File: config.mk
export PLATFORM = sky130hd
export DESIGN_NAME = sorted_list_engine_top
export DESIGN_NICKNAME = d
export VERILOG_FILES = /design/src/hdl/sle_pkg.sv /design/src/hdl/sle_datapath.sv /design/src/hdl/sle_ctrl.sv /design/src/hdl/sorted_list_engine_top.sv
export SDC_FILE = /design/constraint.sdc
export NUM_CORES = 1
export LEC_CHECK = 0
export ABC_AREA = 1
export BUFFER_PORTS_ARGS = -buffer_cell sky130_fd_sc_hd__buf_2
export CAP_MARGIN = 30
export CORE_ASPECT_RATIO = 2
export CORE_MARGIN = 2
export CORE_UTILIZATION = 36
export DETAILED_ROUTE_END_ITERATION = 6
export GPL_ROUTABILITY_DRIVEN = 0
export GPL_TIMING_DRIVEN = 1
export PLACE_DENSITY_LB_ADDON = 0.08
export SKIP_CTS_REPAIR_TIMING = 1
export SYNTH_ARGS = -nofsm -noshare
export SYNTH_HDL_FRONTEND = slang
export SYNTH_HIERARCHICAL = 1
export SYNTH_SLANG_ARGS = --single-unit
File: constraint.sdc
create_clock -name clock -period 4.14 [get_ports clock]
set_input_delay 0.828 -clock clock [delete_from_list [all_inputs] [get_ports clock]]
set_output_delay 0.828 -clock clock [all_outputs]
set_load 0.01 [all_outputs]
File: src/hdl/sle_pkg.sv
// Package for the sorted list engine: operation and status codes, and the
// command/status structs between controller and datapath. No dependencies.
package sle_pkg;

   // Operation codes carried on req_tuser
   localparam logic [1:0] OP_INSERT    = 2'd0;
   localparam logic [1:0] OP_DELETE    = 2'd1;
   localparam logic [1:0] OP_LIST_UP   = 2'd2;
   localparam logic [1:0] OP_LIST_DOWN = 2'd3;

   // Result status codes carried on rsp_tuser
   localparam logic [1:0] ST_OK        = 2'd0;
   localparam logic [1:0] ST_NOT_FOUND = 2'd1;
   localparam logic [1:0] ST_FULL      = 2'd2;
   localparam logic [1:0] ST_EMPTY     = 2'd3;

   // Index register update
   localparam logic [2:0] IDX_HOLD  = 3'd0;
   localparam logic [2:0] IDX_ZERO  = 3'd1;
   localparam logic [2:0] IDX_TOP   = 3'd2;  // count - 1
   localparam logic [2:0] IDX_COUNT = 3'd3;
   localparam logic [2:0] IDX_INC   = 3'd4;
   localparam logic [2:0] IDX_DEC   = 3'd5;

   // Read address, relative to the next index value
   localparam logic [1:0] RA_CUR   = 2'd0;
   localparam logic [1:0] RA_BELOW = 2'd1;
   localparam logic [1:0] RA_ABOVE = 2'd2;

   // Write data source
   localparam logic WD_READ = 1'b0;
   localparam logic WD_ITEM = 1'b1;

   // Result value source
   localparam logic [1:0] SRC_ITEM = 2'd0;
   localparam logic [1:0] SRC_READ = 2'd1;
   localparam logic [1:0] SRC_ZERO = 2'd2;

   typedef struct packed {
      logic       take;
      logic [2:0] idx_sel;
      logic       rd_en;
      logic [1:0] rd_sel;
      logic       wr_en;
      logic       wr_sel;
      logic       cnt_inc;
      logic       cnt_dec;
      logic       rsp_load;
      logic [1:0] rsp_src;
      logic [1:0] rsp_status;
      logic       rsp_last;
   } sle_cmd_type;

   typedef struct packed {
      logic [1:0] op;
      logic       count_zero;
      logic       count_full;
      logic       idx_zero;
      logic       idx_one;
      logic       idx_top;
      logic       key_ge;
      logic       key_eq;
      logic       above_ok;
      logic       above2_ok;
      logic       rsp_free;
   } sle_stat_type;

endpackage

File: src/hdl/sle_datapath.sv
// Datapath of the sorted list engine: value memory, entry count, index
// register, compare logic and the result register. Uses sle_pkg.
module sle_datapath #(
   parameter int CAPACITY = 32
) (
   input  logic               clock,
   input  logic               reset,
   input  sle_pkg::sle_cmd_type  cmd,
   output sle_pkg::sle_stat_type stat,
   input  logic [31:0]        req_tdata,   // item_value
   input  logic [1:0]         req_tuser,   // operation
   output logic               rsp_tvalid,
   input  logic               rsp_tready,
   output logic [31:0]        rsp_tdata,   // out_value
   output logic [1:0]         rsp_tuser,   // status
   output logic               rsp_tlast    // last_flag
);
   import sle_pkg::*;

   localparam int AW = $clog2(CAPACITY);
   localparam int CW = $clog2(CAPACITY + 1);
   localparam int EW = CW + 1;

   logic [31:0]   mem [CAPACITY];
   logic [31:0]   rd_data_ff;
   logic [AW-1:0] rd_addr;
   logic [31:0]   wr_data;

   logic [CW-1:0] count_ff, count_in;
   logic [AW-1:0] idx_ff, idx_in;
   logic [1:0]    op_ff;
   logic [31:0]   item_ff;

   logic          rsp_valid_ff, rsp_valid_in;
   logic [31:0]   rsp_value_ff, rsp_value_in;
   logic [1:0]    rsp_status_ff;
   logic          rsp_last_ff;

   logic [EW-1:0] idx_ext, count_ext;

   assign idx_ext   = EW'(idx_ff);
   assign count_ext = EW'(count_ff);

   // Index register update
   always_comb begin
      unique case (cmd.idx_sel)
         IDX_ZERO:  idx_in = '0;
         IDX_TOP:   idx_in = AW'(count_ff - CW'(1));
         IDX_COUNT: idx_in = AW'(count_ff);
         IDX_INC:   idx_in = idx_ff + AW'(1);
         IDX_DEC:   idx_in = idx_ff - AW'(1);
         default:   idx_in = idx_ff;
      endcase
   end

   // Read address relative to the next index
   always_comb begin
      unique case (cmd.rd_sel)
         RA_BELOW: rd_addr = idx_in - AW'(1);
         RA_ABOVE: rd_addr = idx_in + AW'(1);
         default:  rd_addr = idx_in;
      endcase
   end

   assign wr_data = (cmd.wr_sel == WD_ITEM) ? item_ff : rd_data_ff;

   // Value memory: one write port, one registered read port
   always_ff @(posedge clock) begin
      if (cmd.wr_en) begin
         mem[idx_ff] <= wr_data;
      end
      if (cmd.rd_en) begin
         rd_data_ff <= mem[rd_addr];
      end
   end

   // Entry count
   always_comb begin
      count_in = count_ff;
      if (cmd.cnt_inc) begin
         count_in = count_ff + CW'(1);
      end else if (cmd.cnt_dec) begin
         count_in = count_ff - CW'(1);
      end
   end

   // Result register value select
   always_comb begin
      case (cmd.rsp_src)
         SRC_READ: rsp_value_in = rd_data_ff;
         SRC_ZERO: rsp_value_in = '0;
         default:  rsp_value_in = item_ff;
      endcase
   end

   assign rsp_valid_in = cmd.rsp_load | (rsp_valid_ff & ~rsp_tready);

   // Control registers
   always_ff @(posedge clock) begin
      if (reset) begin
         count_ff     <= '0;
         rsp_valid_ff <= 1'b0;
      end else begin
         count_ff     <= count_in;
         rsp_valid_ff <= rsp_valid_in;
      end
   end

   // Payload registers
   always_ff @(posedge clock) begin
      idx_ff <= idx_in;
      if (cmd.take) begin
         op_ff   <= req_tuser;
         item_ff <= req_tdata;
      end
      if (cmd.rsp_load) begin
         rsp_value_ff  <= rsp_value_in;
         rsp_status_ff <= cmd.rsp_status;
         rsp_last_ff   <= cmd.rsp_last;
      end
   end

   // Status to the controller
   always_comb begin
      stat.op         = op_ff;
      stat.count_zero = (count_ff == '0);
      stat.count_full = (count_ff == CW'(CAPACITY));
      stat.idx_zero   = (idx_ff == '0);
      stat.idx_one    = (idx_ff == AW'(1));
      stat.idx_top    = (idx_ext + EW'(1) == count_ext);
      stat.key_ge     = ($signed(rd_data_ff) >= $signed(item_ff));
      stat.key_eq     = (rd_data_ff == item_ff);
      stat.above_ok   = (idx_ext + EW'(1) < count_ext);
      stat.above2_ok  = (idx_ext + EW'(2) < count_ext);
      stat.rsp_free   = ~rsp_valid_ff | rsp_tready;
   end

   assign rsp_tvalid = rsp_valid_ff;
   assign rsp_tdata  = rsp_value_ff;
   assign rsp_tuser  = rsp_status_ff;
   assign rsp_tlast  = rsp_last_ff;

endmodule

File: src/hdl/sle_ctrl.sv
// Controller of the sorted list engine: sequences insert, delete and list
// operations by driving datapath commands. Uses sle_pkg.
module sle_ctrl (
   input  logic                  clock,
   input  logic                  reset,
   input  logic                  req_tvalid,
   output logic                  req_tready,
   input  logic [1:0]            req_tuser,
   input  sle_pkg::sle_stat_type stat,
   output sle_pkg::sle_cmd_type  cmd
);
   import sle_pkg::*;

   localparam logic [2:0] S_IDLE      = 3'd0;
   localparam logic [2:0] S_INS_CMP   = 3'd1;
   localparam logic [2:0] S_INS_PUT   = 3'd2;
   localparam logic [2:0] S_DEL_SCAN  = 3'd3;
   localparam logic [2:0] S_DEL_SHIFT = 3'd4;
   localparam logic [2:0] S_LST_OUT   = 3'd5;
   localparam logic [2:0] S_RESULT    = 3'd6;

   logic [2:0] state_ff, state_in;
   logic [1:0] pend_ff, pend_in;
   logic       list_up, at_last;

   assign req_tready = (state_ff == S_IDLE);
   assign list_up    = (stat.op == OP_LIST_UP);
   assign at_last    = list_up ? stat.idx_top : stat.idx_zero;

   always_comb begin
      state_in = state_ff;
      pend_in  = pend_ff;
      cmd      = '0;
      unique case (state_ff)
         S_IDLE: begin
            if (req_tvalid) begin
               cmd.take = 1'b1;
               case (req_tuser)
                  OP_INSERT: begin
                     if (stat.count_full) begin
                        pend_in  = ST_FULL;
                        state_in = S_RESULT;
                     end else if (stat.count_zero) begin
                        cmd.idx_sel = IDX_ZERO;
                        state_in    = S_INS_PUT;
                     end else begin
                        cmd.idx_sel = IDX_COUNT;
                        cmd.rd_en   = 1'b1;
                        cmd.rd_sel  = RA_BELOW;
                        state_in    = S_INS_CMP;
                     end
                  end
                  OP_DELETE: begin
                     if (stat.count_zero) begin
                        pend_in  = ST_EMPTY;
                        state_in = S_RESULT;
                     end else begin
                        cmd.idx_sel = IDX_ZERO;
                        cmd.rd_en   = 1'b1;
                        cmd.rd_sel  = RA_CUR;
                        state_in    = S_DEL_SCAN;
                     end
                  end
                  default: begin
                     if (stat.count_zero) begin
                        pend_in  = ST_EMPTY;
                        state_in = S_RESULT;
                     end else begin
                        cmd.idx_sel = (req_tuser == OP_LIST_UP) ? IDX_ZERO : IDX_TOP;
                        cmd.rd_en   = 1'b1;
                        cmd.rd_sel  = RA_CUR;
                        state_in    = S_LST_OUT;
                     end
                  end
               endcase
            end
         end
         // Walk down from the top, moving entries >= item up one place
         S_INS_CMP: begin
            cmd.wr_en = 1'b1;
            if (stat.key_ge) begin
               cmd.wr_sel  = WD_READ;
               cmd.idx_sel = IDX_DEC;
               if (stat.idx_one) begin
                  state_in = S_INS_PUT;
               end else begin
                  cmd.rd_en  = 1'b1;
                  cmd.rd_sel = RA_BELOW;
               end
            end else begin
               cmd.wr_sel  = WD_ITEM;
               cmd.cnt_inc = 1'b1;
               pend_in     = ST_OK;
               state_in    = S_RESULT;
            end
         end
         S_INS_PUT: begin
            cmd.wr_en   = 1'b1;
            cmd.wr_sel  = WD_ITEM;
            cmd.cnt_inc = 1'b1;
            pend_in     = ST_OK;
            state_in    = S_RESULT;
         end
         // Search upward for the first equal entry
         S_DEL_SCAN: begin
            if (stat.key_eq) begin
               if (stat.above_ok) begin
                  cmd.rd_en  = 1'b1;
                  cmd.rd_sel = RA_ABOVE;
                  state_in   = S_DEL_SHIFT;
               end else begin
                  cmd.cnt_dec = 1'b1;
                  pend_in     = ST_OK;
                  state_in    = S_RESULT;
               end
            end else if (stat.above_ok) begin
               cmd.idx_sel = IDX_INC;
               cmd.rd_en   = 1'b1;
               cmd.rd_sel  = RA_CUR;
            end else begin
               pend_in  = ST_NOT_FOUND;
               state_in = S_RESULT;
            end
         end
         // Close the gap: entry idx+1 moves to idx
         S_DEL_SHIFT: begin
            cmd.wr_en   = 1'b1;
            cmd.wr_sel  = WD_READ;
            cmd.idx_sel = IDX_INC;
            if (stat.above2_ok) begin
               cmd.rd_en  = 1'b1;
               cmd.rd_sel = RA_ABOVE;
            end else begin
               cmd.cnt_dec = 1'b1;
               pend_in     = ST_OK;
               state_in    = S_RESULT;
            end
         end
         // One listed value per transfer slot
         S_LST_OUT: begin
            if (stat.rsp_free) begin
               cmd.rsp_load   = 1'b1;
               cmd.rsp_src    = SRC_READ;
               cmd.rsp_status = ST_OK;
               cmd.rsp_last   = at_last;
               if (at_last) begin
                  state_in = S_IDLE;
               end else begin
                  cmd.idx_sel = list_up ? IDX_INC : IDX_DEC;
                  cmd.rd_en   = 1'b1;
                  cmd.rd_sel  = RA_CUR;
               end
            end
         end
         S_RESULT: begin
            if (stat.rsp_free) begin
               cmd.rsp_load   = 1'b1;
               cmd.rsp_src    = (stat.op == OP_LIST_UP || stat.op == OP_LIST_DOWN)
                                ? SRC_ZERO : SRC_ITEM;
               cmd.rsp_status = pend_ff;
               cmd.rsp_last   = 1'b1;
               state_in       = S_IDLE;
            end
         end
         default: begin
            state_in = S_IDLE;
         end
      endcase
   end

   always_ff @(posedge clock) begin
      if (reset) begin
         state_ff <= S_IDLE;
      end else begin
         state_ff <= state_in;
      end
   end

   always_ff @(posedge clock) begin
      pend_ff <= pend_in;
   end

endmodule

File: src/hdl/sorted_list_engine_top.sv
// Sorted list engine top level: joins the controller and the datapath.
// Depends on sle_pkg, sle_ctrl and sle_datapath.
//
// Usage:
//   The req channel takes one command per transfer: req_tuser is the
//   operation (insert, delete, list ascending, list descending) and
//   req_tdata the signed value. The rsp channel returns results: rsp_tdata
//   is the value, rsp_tuser the status, rsp_tlast marks the final result of
//   a command. Insert and delete give one result; a list gives one result per
//   stored value, or a single empty result when nothing is stored.
//   Commands are handled one at a time; req_tready is high only while the
//   engine waits for a command, including while the last result still waits
//   in the output register.
//   Insert moves each stored entry that is >= the new value up one place,
//   walking down from the top; delete scans upward for the first equal
//   entry, then shifts the entries above it down one place; a list gives
//   one result per cycle while the receiver accepts them. Full and empty
//   results come without a memory access, not found after a full scan.
//   When the receiver stalls, the result register holds its transfer and the
//   engine waits. Reset empties the store; memory contents are not cleared.
module sorted_list_engine_top #(
   parameter int CAPACITY = 32
) (
   input  logic        clock,
   input  logic        reset,
   input  logic        req_tvalid,
   output logic        req_tready,
   input  logic [31:0] req_tdata,   // [31:0] item_value
   input  logic [1:0]  req_tuser,   // [1:0] operation
   output logic        rsp_tvalid,
   input  logic        rsp_tready,
   output logic [31:0] rsp_tdata,   // [31:0] out_value
   output logic [1:0]  rsp_tuser,   // [1:0] status
   output logic        rsp_tlast    // last_flag
);
   import sle_pkg::*;

   sle_cmd_type  cmd;
   sle_stat_type stat;

   sle_ctrl u_ctrl (
      .clock      (clock),
      .reset      (reset),
      .req_tvalid (req_tvalid),
      .req_tready (req_tready),
      .req_tuser  (req_tuser),
      .stat       (stat),
      .cmd        (cmd)
   );

   sle_datapath #(
      .CAPACITY (CAPACITY)
   ) u_datapath (
      .clock      (clock),
      .reset      (reset),
      .cmd        (cmd),
      .stat       (stat),
      .req_tdata  (req_tdata),
      .req_tuser  (req_tuser),
      .rsp_tvalid (rsp_tvalid),
      .rsp_tready (rsp_tready),
      .rsp_tdata  (rsp_tdata),
      .rsp_tuser  (rsp_tuser),
      .rsp_tlast  (rsp_tlast)
   );

endmodule
## Word level (Yosys, flattened, before mapping)

Memory sizes are Yosys's and may differ from the RTL's. A register that Yosys moved wholly into a read port is not among the register bits.
Index checks and enable logic that the tools add are counted.

- Logic and storage cells: 136
- Memory bits (writable): 1,024
- Memories kept: 1
- Register bits: 86

- Multiplexer cells: 66
- Magnitude comparators: 3
- Add/subtract/negate cells: 8
- Bitwise logic cells: 5
- Reduce and logical (&&, ||, !) cells: 9
- Eq/ne operators: 34

Memories:

| memory | words | width | read ports | clocked after memory_dff | write ports | RTL line | RTL |
|---|---|---|---|---|---|---|---|
| u_datapath.mem | 32 | 32 | 1 | 1 | 1 | sle_datapath.sv:24 | `logic [31:0] mem [CAPACITY];` |

Operators by type and width:

| operator | number |
|---|---|
| case mux 32 bit (2 select lines) | 1 |
| two-way mux 6 bit | 10 |
| two-way mux 3 bit | 17 |
| == test 32 bit | 1 |
| >= comparator 32 bit | 1 |
| two-way mux 32 bit | 1 |
| two-way mux 2 bit | 15 |
| case mux 6 bit (5 select lines) | 1 |
| case mux 5 bit (5 select lines) | 1 |
| case mux 6 bit (2 select lines) | 2 |
| case mux 3 bit (7 select lines) | 1 |
| == test 3 bit (second input constant) | 5 |
| less-than comparator 7 x 6 -> 1 bit | 2 |
| AND reduction 7 bit | 2 |
| == test 3 x 2 -> 1 bit (second input constant) | 4 |
| != test 2 bit (second input constant) | 6 |
| adder 5 x 1 -> 5 bit (second input constant) | 2 |
| == test 2 bit (second input constant) | 5 |
| case mux 2 bit (5 select lines) | 1 |
| case mux 5 bit (2 select lines) | 1 |
| subtractor 5 x 1 -> 5 bit (second input constant) | 2 |
| two-way mux 1 bit | 9 |
| != test 3 bit (second input constant) | 3 |
| == test 7 x 6 -> 1 bit | 1 |
| 25 further kinds | 31 |

## Logic depth before layout (Yosys ltp)

Gate-level depths: netlist of run 1.

- Depth after elaboration: 10
- Gate-level depth with buffers: 33
- Gate-level depth less buffers: 32

## Hierarchy

The synthesis of run 1 kept the hierarchy.

By module, submodules not included:

| module | times used | area an instance (µm²) | cells an instance | seq. area each (µm²) |
|---|---|---|---|---|
| sle_datapath | 1 | 51,205.4 | 5,016 | 34,022.6 |
| sle_ctrl | 1 | 660.6 | 125 | 120.1 |

## Worst setup path before layout of run 1

Ideal clock, no wire load.

- Kind: register to register
- From: register u_datapath.idx_ff[0]
- To: register u_datapath.rd_data_ff[11] (read register of u_datapath.mem), data pin
- Required time: 3,887 ps
- Data arrival time: 4,243 ps
- Cell stages (with the launch flop): 28
- Setup slack: -356 ps
- Period minus slack after synthesis: 4,496 ps
- Setup time: 253 ps
- Cells stage by stage: dfxtp_1 > inv_2 > ha_1 > ha_1 > inv_1 > nor4_1 > nand3_1 > nand3_1 > nor2_1 > inv_1 > nand4_1 > nor2_1 > nand2_1 > o21ai_0 > nor2_1 > nand3_1 > nand2_1 > inv_1 > ha_1 > a21o_1 > a31oi_1 > o21ai_0 > a21o_1 > xnor2_1 > inv_1 > clkbuf_1 > nand2_1 > nand2_1

RTL lines:

| element | RTL line | RTL |
|---|---|---|
| from (decl) | sle_datapath.sv:30 | `logic [AW-1:0] idx_ff, idx_in;` |
| from (signal assigned) | sle_datapath.sv:111 | `idx_ff <= idx_in;` |
| to (decl) | sle_datapath.sv:25 | `logic [31:0] rd_data_ff;` |

==> results of run 1 <==
-- registers in the layout, summed over array words and instances, names as in the netlist --
register               count
u_datapath/rsp_tuser       2
u_datapath/rsp_tdata      32
u_datapath/idx_ff          5
u_datapath/op_ff           2
u_datapath/mem          1024
u_datapath/rd_data_ff     32
u_datapath/item_ff        32
u_ctrl/state_ff            3
u_ctrl/pend_ff             2
u_datapath/rsp_tvalid      1
u_datapath/count_ff        6
u_datapath/rsp_tlast       1
-- cell usage after synthesis (4+ instances only) --
| master | instances |
|---|---|
| a21oi_1 | 31 |
| buf_1 | 20 |
| buf_2 | 120 |
| buf_6 | 35 |
| clkbuf_1 | 63 |
| dfxtp_1 | 15 |
| edfxtp_1 | 1127 |
| ha_1 | 60 |
| inv_1 | 1158 |
| inv_2 | 6 |
| nand2_1 | 1229 |
| nand2_2 | 5 |
| nand3_1 | 1034 |
| nand4_1 | 11 |
| nor2_1 | 79 |
| nor3_1 | 5 |
| nor4_1 | 5 |
| o21ai_0 | 57 |
| o21bai_1 | 4 |
| o22ai_1 | 31 |
| xor2_1 | 5 |
-- final timing paths --
check	from	to	slack (ns)	cells after the start
max	u_datapath/rd_data_ff[23]$_DFFE_PP_	u_datapath/rd_data_ff[19]$_DFFE_PP_	-0.93	29
min reg2reg	u_ctrl/pend_ff[1]$_DFFE_PP_	u_datapath/rsp_tuser[1]$_DFFE_PP_	0.56	2
max reg2reg	u_datapath/rd_data_ff[23]$_DFFE_PP_	u_datapath/rd_data_ff[19]$_DFFE_PP_	-0.93	29
min	req_tdata[0]	u_datapath/item_ff[0]$_DFFE_PP_	0.28	1
-- area by class of cell --
cell class,instances,share of cell area (%)
Sequential cell,1142,53.17
Multi-Input combinational cell,2594,20.65
Timing Repair Buffer,617,9.926
Inverter,1166,6.827
Clock buffer,136,4.552
Tap cell,1890,3.681
Clock inverter,72,1.182
Antenna cell,3,0.01169
-- metrics by stage --
stage,setup TNS [ns],worst slack [ns]
after floorplan,0,0.005843
after global placement,-40.95,-1.504
after detailed placement,-39.81,-1.477
after CTS,-40.98,-1.516
after global routing,-38.58,-1.249
final,-28.36,-0.9338
-- per-layer routing --
layer	up-vias	track usage [%]	wire length (um)
li1	17660	-	-
met1	18190	29.15	71990
met2	866	39.71	85310
met3	219	2.434	7117
met4	0	5.823	5660
met5	-	0	0
-- logic make-up after synthesis --
group,after synthesis
fa+ha+maj,61
compound gates,143
xor+xnor,7
buf+inv,1405
simple gates,2383
flops,1142
-- placed cells by master (no fill, tap or decap), types with 21 or more instances in the layout --
cell,n
inv_1,1151
nand3_1,1012
o22ai_1,31
buf_12,126
clkinv_1,25
o21ai_2,34
nor2_1,41
clkbuf_16,124
nand3_2,21
a21oi_1,27
nand2_2,50
buf_4,386
edfxtp_1,1127
nand2_4,26
nor2_4,37
ha_1,49
clkbuf_1,22
buf_2,74
nand2_1,1154
==> reports/results.txt, run 1 <==
CP top delay family: simple AND/OR/NAND/NOR gates
Worst skew pair latency: 0.73 ns
CP Max Fanout: 7
Vias: 36930
Asr flop ratio synth: 0%
Vias in the first global route: 36100
Tmin final: 5.074 ns
Synth Area per Inst: 10.09 um2
Final instance area: 0.06423 mm2
Crit path arrival time: 5.54 ns
FF/Latch Area: 0.03415 mm2
Ratio of cells with drive above 1 in the final layout: 17.76%
First-pass DRT Iterations: 6
Synth Register Bits: 1142
Number of flops mapped to enable cells by yosys: 1127
Setup ws final: -0.9338 ns
I/O Buffers: 74
Syn Std Cell Area: 0.05187 mm2
Setup Crit Path Kind: reg2reg
Main area contributors after synthesis: edfxtp_1 (65%), nand3_1 (10%), nand2_1 (8.9%)
Adder-cell share of the synthesized area: 1.486%
RSZ-0062 raised after global routing: true
CP Buf/Inv Count: 9
Failing checks: negative setup slack
Site Rows: 197
Post-synthesis net count: 5240
CTS tree: built
Area Overhead vs Synth: 23.85%
Synth Warn #: 6
CTS Sinks: 1142
Worst Tran Pin Value: 0.8812 ns
Kind of end point of the critical path: flop
Synth Area in Simple Gates: 19.99%
Mux cell area share after synthesis: 0%
Synth Area in Compound Gates: 1.602%
Gr ovfl total: 0
Combinational family with the most area after synthesis: simple AND/OR/NAND/NOR gates
Clk root buf: clkbuf_16
TritonCTS buffer count: 112
# DRC: 0
Placed Area: 0.05907 mm2
Htree depth: 3
Largest buffer count on any clock path: 3
Initial core utilization: 36.15%
Status: finished, violations left
Setup crit start kind: flop
Final Core Density: 44.78%
DRT Wirelength: 170.1 mm
Slew Limit Fails: 0
Die area: 0.1473 mm2
Hold Path Class: in2reg
Die width: 272.4 um
Die span in y: 540.8 um
1st-iter DRT viols: 2781
Placed instance count: 7361
Post-Syn Instances: 5141
Slew margin rel.: 41.25%
Main synth FF type: edfxtp_1
Dpl hpwl: 104.9 mm
IO Count: 75
Sequential share of the synthesized area: 65.83%
Largest net degree at the start of global routing: 48
Final worst-path cycle share: 122.6%
Drt via density: 4.847
Synth Area in XOR/XNOR: 0.1182%
Routed Antenna Nets: 0
Fillers: 13780
Avg WL per Cell: 22.32 um
Fmax: 0.1971 GHz
Footprint of the multi-input gates: 0.01326 mm2
CP Data Required Time: 4.61 ns
Worst Skew: 0.01981 ns
Clock Pin Slew Worst Setup and Hold Paths: 0.07 ns
Initial antenna violation count: 5
Global Route Usage Sum: 22.46%
Layout net count: 5732
Worst path max stage delay: 0.53 ns
Maxcap violations: 0
Core Area: 0.1435 mm2
Global-route wire length before repair: 243.8 mm
Final hold vios: 0
Yosys top cell area share: 65.25%
Final setup fails: 32
Yosys top cell by area: edfxtp_1
Slowest CP cell: edfxtp_1
Worst hold margin: 0.2773 ns
Post-route non-filler standard cell count: 7620
Unique masters post-synth: 47
Power of run 1 is not shown: default switching activity piles up to over one toggle a cycle in this logic, so the estimate is an artifact.
==> run 2: changes to the inputs <==
--- a/config.mk
+++ b/config.mk
@@ -14,7 +14,6 @@
 export DETAILED_ROUTE_END_ITERATION = 6
 export GPL_ROUTABILITY_DRIVEN = 0
 export GPL_TIMING_DRIVEN = 1
-export PLACE_DENSITY_LB_ADDON = 0.08
 export SKIP_CTS_REPAIR_TIMING = 1
 export SYNTH_ARGS = -nofsm -noshare
 export SYNTH_HDL_FRONTEND = slang
==> reports/results.txt, run 2 (same netlist as run 1, synthesis figures left out) <==
Htree depth: 3
Dpl hpwl: 89.23 mm
CTS tree: built
Largest Register: u_datapath/mem
CP Data Required Time: 4.60 ns
Pre-CTS setup slack: -1.203 ns
Setup Crit Path Kind: reg2reg
Worst Skew: 0.03944 ns
Slew Limit Fails: 0
Die span in y: 540.8 um
CP Max Fanout: 7
Area Overhead vs Synth: 21.80%
RSZ-0062 raised after global routing: true
Largest buffer count on any clock path: 3
Die area: 0.1473 mm2
Slew margin rel.: 31.03%
Initial antenna violation count: 0
Initial core utilization: 36.15%
Final worst-path cycle share: 126.2%
Largest net degree at the start of global routing: 43
# DRC: 0
Failing checks: negative setup slack
Worst skew pair latency: 0.73 ns
Vias: 37460
Routed Antenna Nets: 0
Layout net count: 5607
Maxcap violations: 0
Max FFs per register: 1024
Final hold vios: 0
Clk root buf: clkbuf_16
First-pass DRT Iterations: 6
Crit path arrival time: 5.69 ns
Worst Tran Pin Value: 1.031 ns
Setup crit start kind: flop
CTS Sinks: 1142
Fmax: 0.1913 GHz
IO Count: 75
Commonest non-fill, non-tap cell in the layout: nand2_1
Vias in the first global route: 35940
Avg WL per Cell: 20.26 um
Worst path max stage delay: 0.55 ns
Tmin final: 5.226 ns
Slowest CP cell: edfxtp_1
Global-route wire length before repair: 221.1 mm
Die width: 272.4 um
Clock Pin Slew Worst Setup and Hold Paths: 0.06 ns
Global Route Usage Sum: 19.58%
Site Rows: 197
I/O Buffers: 74
Most frequent CP cell: nand2_1
Kind of end point of the critical path: flop
Most frequent cells in the layout: nand2_1 (1160), inv_1 (1154), edfxtp_1 (1127), nand3_1 (945), buf_4 (270)
Setup ws final: -1.086 ns
1st-iter DRT viols: 4177
Core Area: 0.1435 mm2
Final setup fails: 32
DRT Wirelength: 151.7 mm
Hold Path Class: in2reg
Drt via density: 5.002
TritonCTS buffer count: 107
Antenna Diode Count: 0
Gr ovfl total: 0
CP top delay family: simple AND/OR/NAND/NOR gates
Status: finished, violations left
CP Buf/Inv Count: 9
Ratio of cells with drive above 1 in the final layout: 16.79%
-- run 2: cell count changes in the layout (fill, tap and decap cells not counted), sizes merged --
| cell | before | now |
|---|---|---|
| buf | 606 | 475 |
| clkinv | 48 | 56 |
| bufinv | 14 | 9 |
| diode | 3 | 0 |
| clkinvlp | 7 | 5 |
| inv | 1169 | 1171 |
-- run 2: final timing paths --
kind / slack, ns / depth (start not counted) / end / from
worst min register to register: 0.58 / 2 / u_datapath/rsp_tuser[0]$_DFFE_PP_ / u_ctrl/pend_ff[0]$_DFFE_PP_
worst max-delay path: -1.09 / 29 / u_datapath/rd_data_ff[12]$_DFFE_PP_ / u_datapath/rd_data_ff[13]$_DFFE_PP_
worst min-delay path: 0.28 / 1 / u_datapath/item_ff[5]$_DFFE_PP_ / req_tdata[5]
worst max register to register: -1.09 / 29 / u_datapath/rd_data_ff[12]$_DFFE_PP_ / u_datapath/rd_data_ff[13]$_DFFE_PP_
-- run 2: layout make-up --
cell class	count	area (um2)
Clock buffer	125	2775
Fill cell	13280	80280
Sequential cell	1142	34150
Tap cell	1890	2365
Timing Repair Buffer	497	5413
Inverter	1166	4380
Multi-Input combinational cell	2594	13450
Clock inverter	75	633.1
-- run 2: stage by stage --
step	util (%)	instance area (um2)	hold slack, ns	TNS, ns	std cells
6_report	44.04	63170	0.2768	-32.19	7489
5_1_grt	44.04	63170	0.2626	-38.02	7489
4_1_cts	42.78	61380	0.2338	-35.14	7445
3_5_place_dp	40.41	57970	0.5718	-34.22	7245
3_3_place_gp	40.37	57920	0.5710	-31.03	7242
2_1_floorplan	-	52050	0.4901	0	5141
-- run 2: per-layer routing --
metal	global-route usage (%)	up-vias	wire length (um)
met4	5.973	0	4628
met5	0	-	0
met3	2.115	255	11850
met1	26.56	18210	62420
li1	-	17400	-
met2	32.92	1597	72860
Power of run 2 is left out for the same reason.
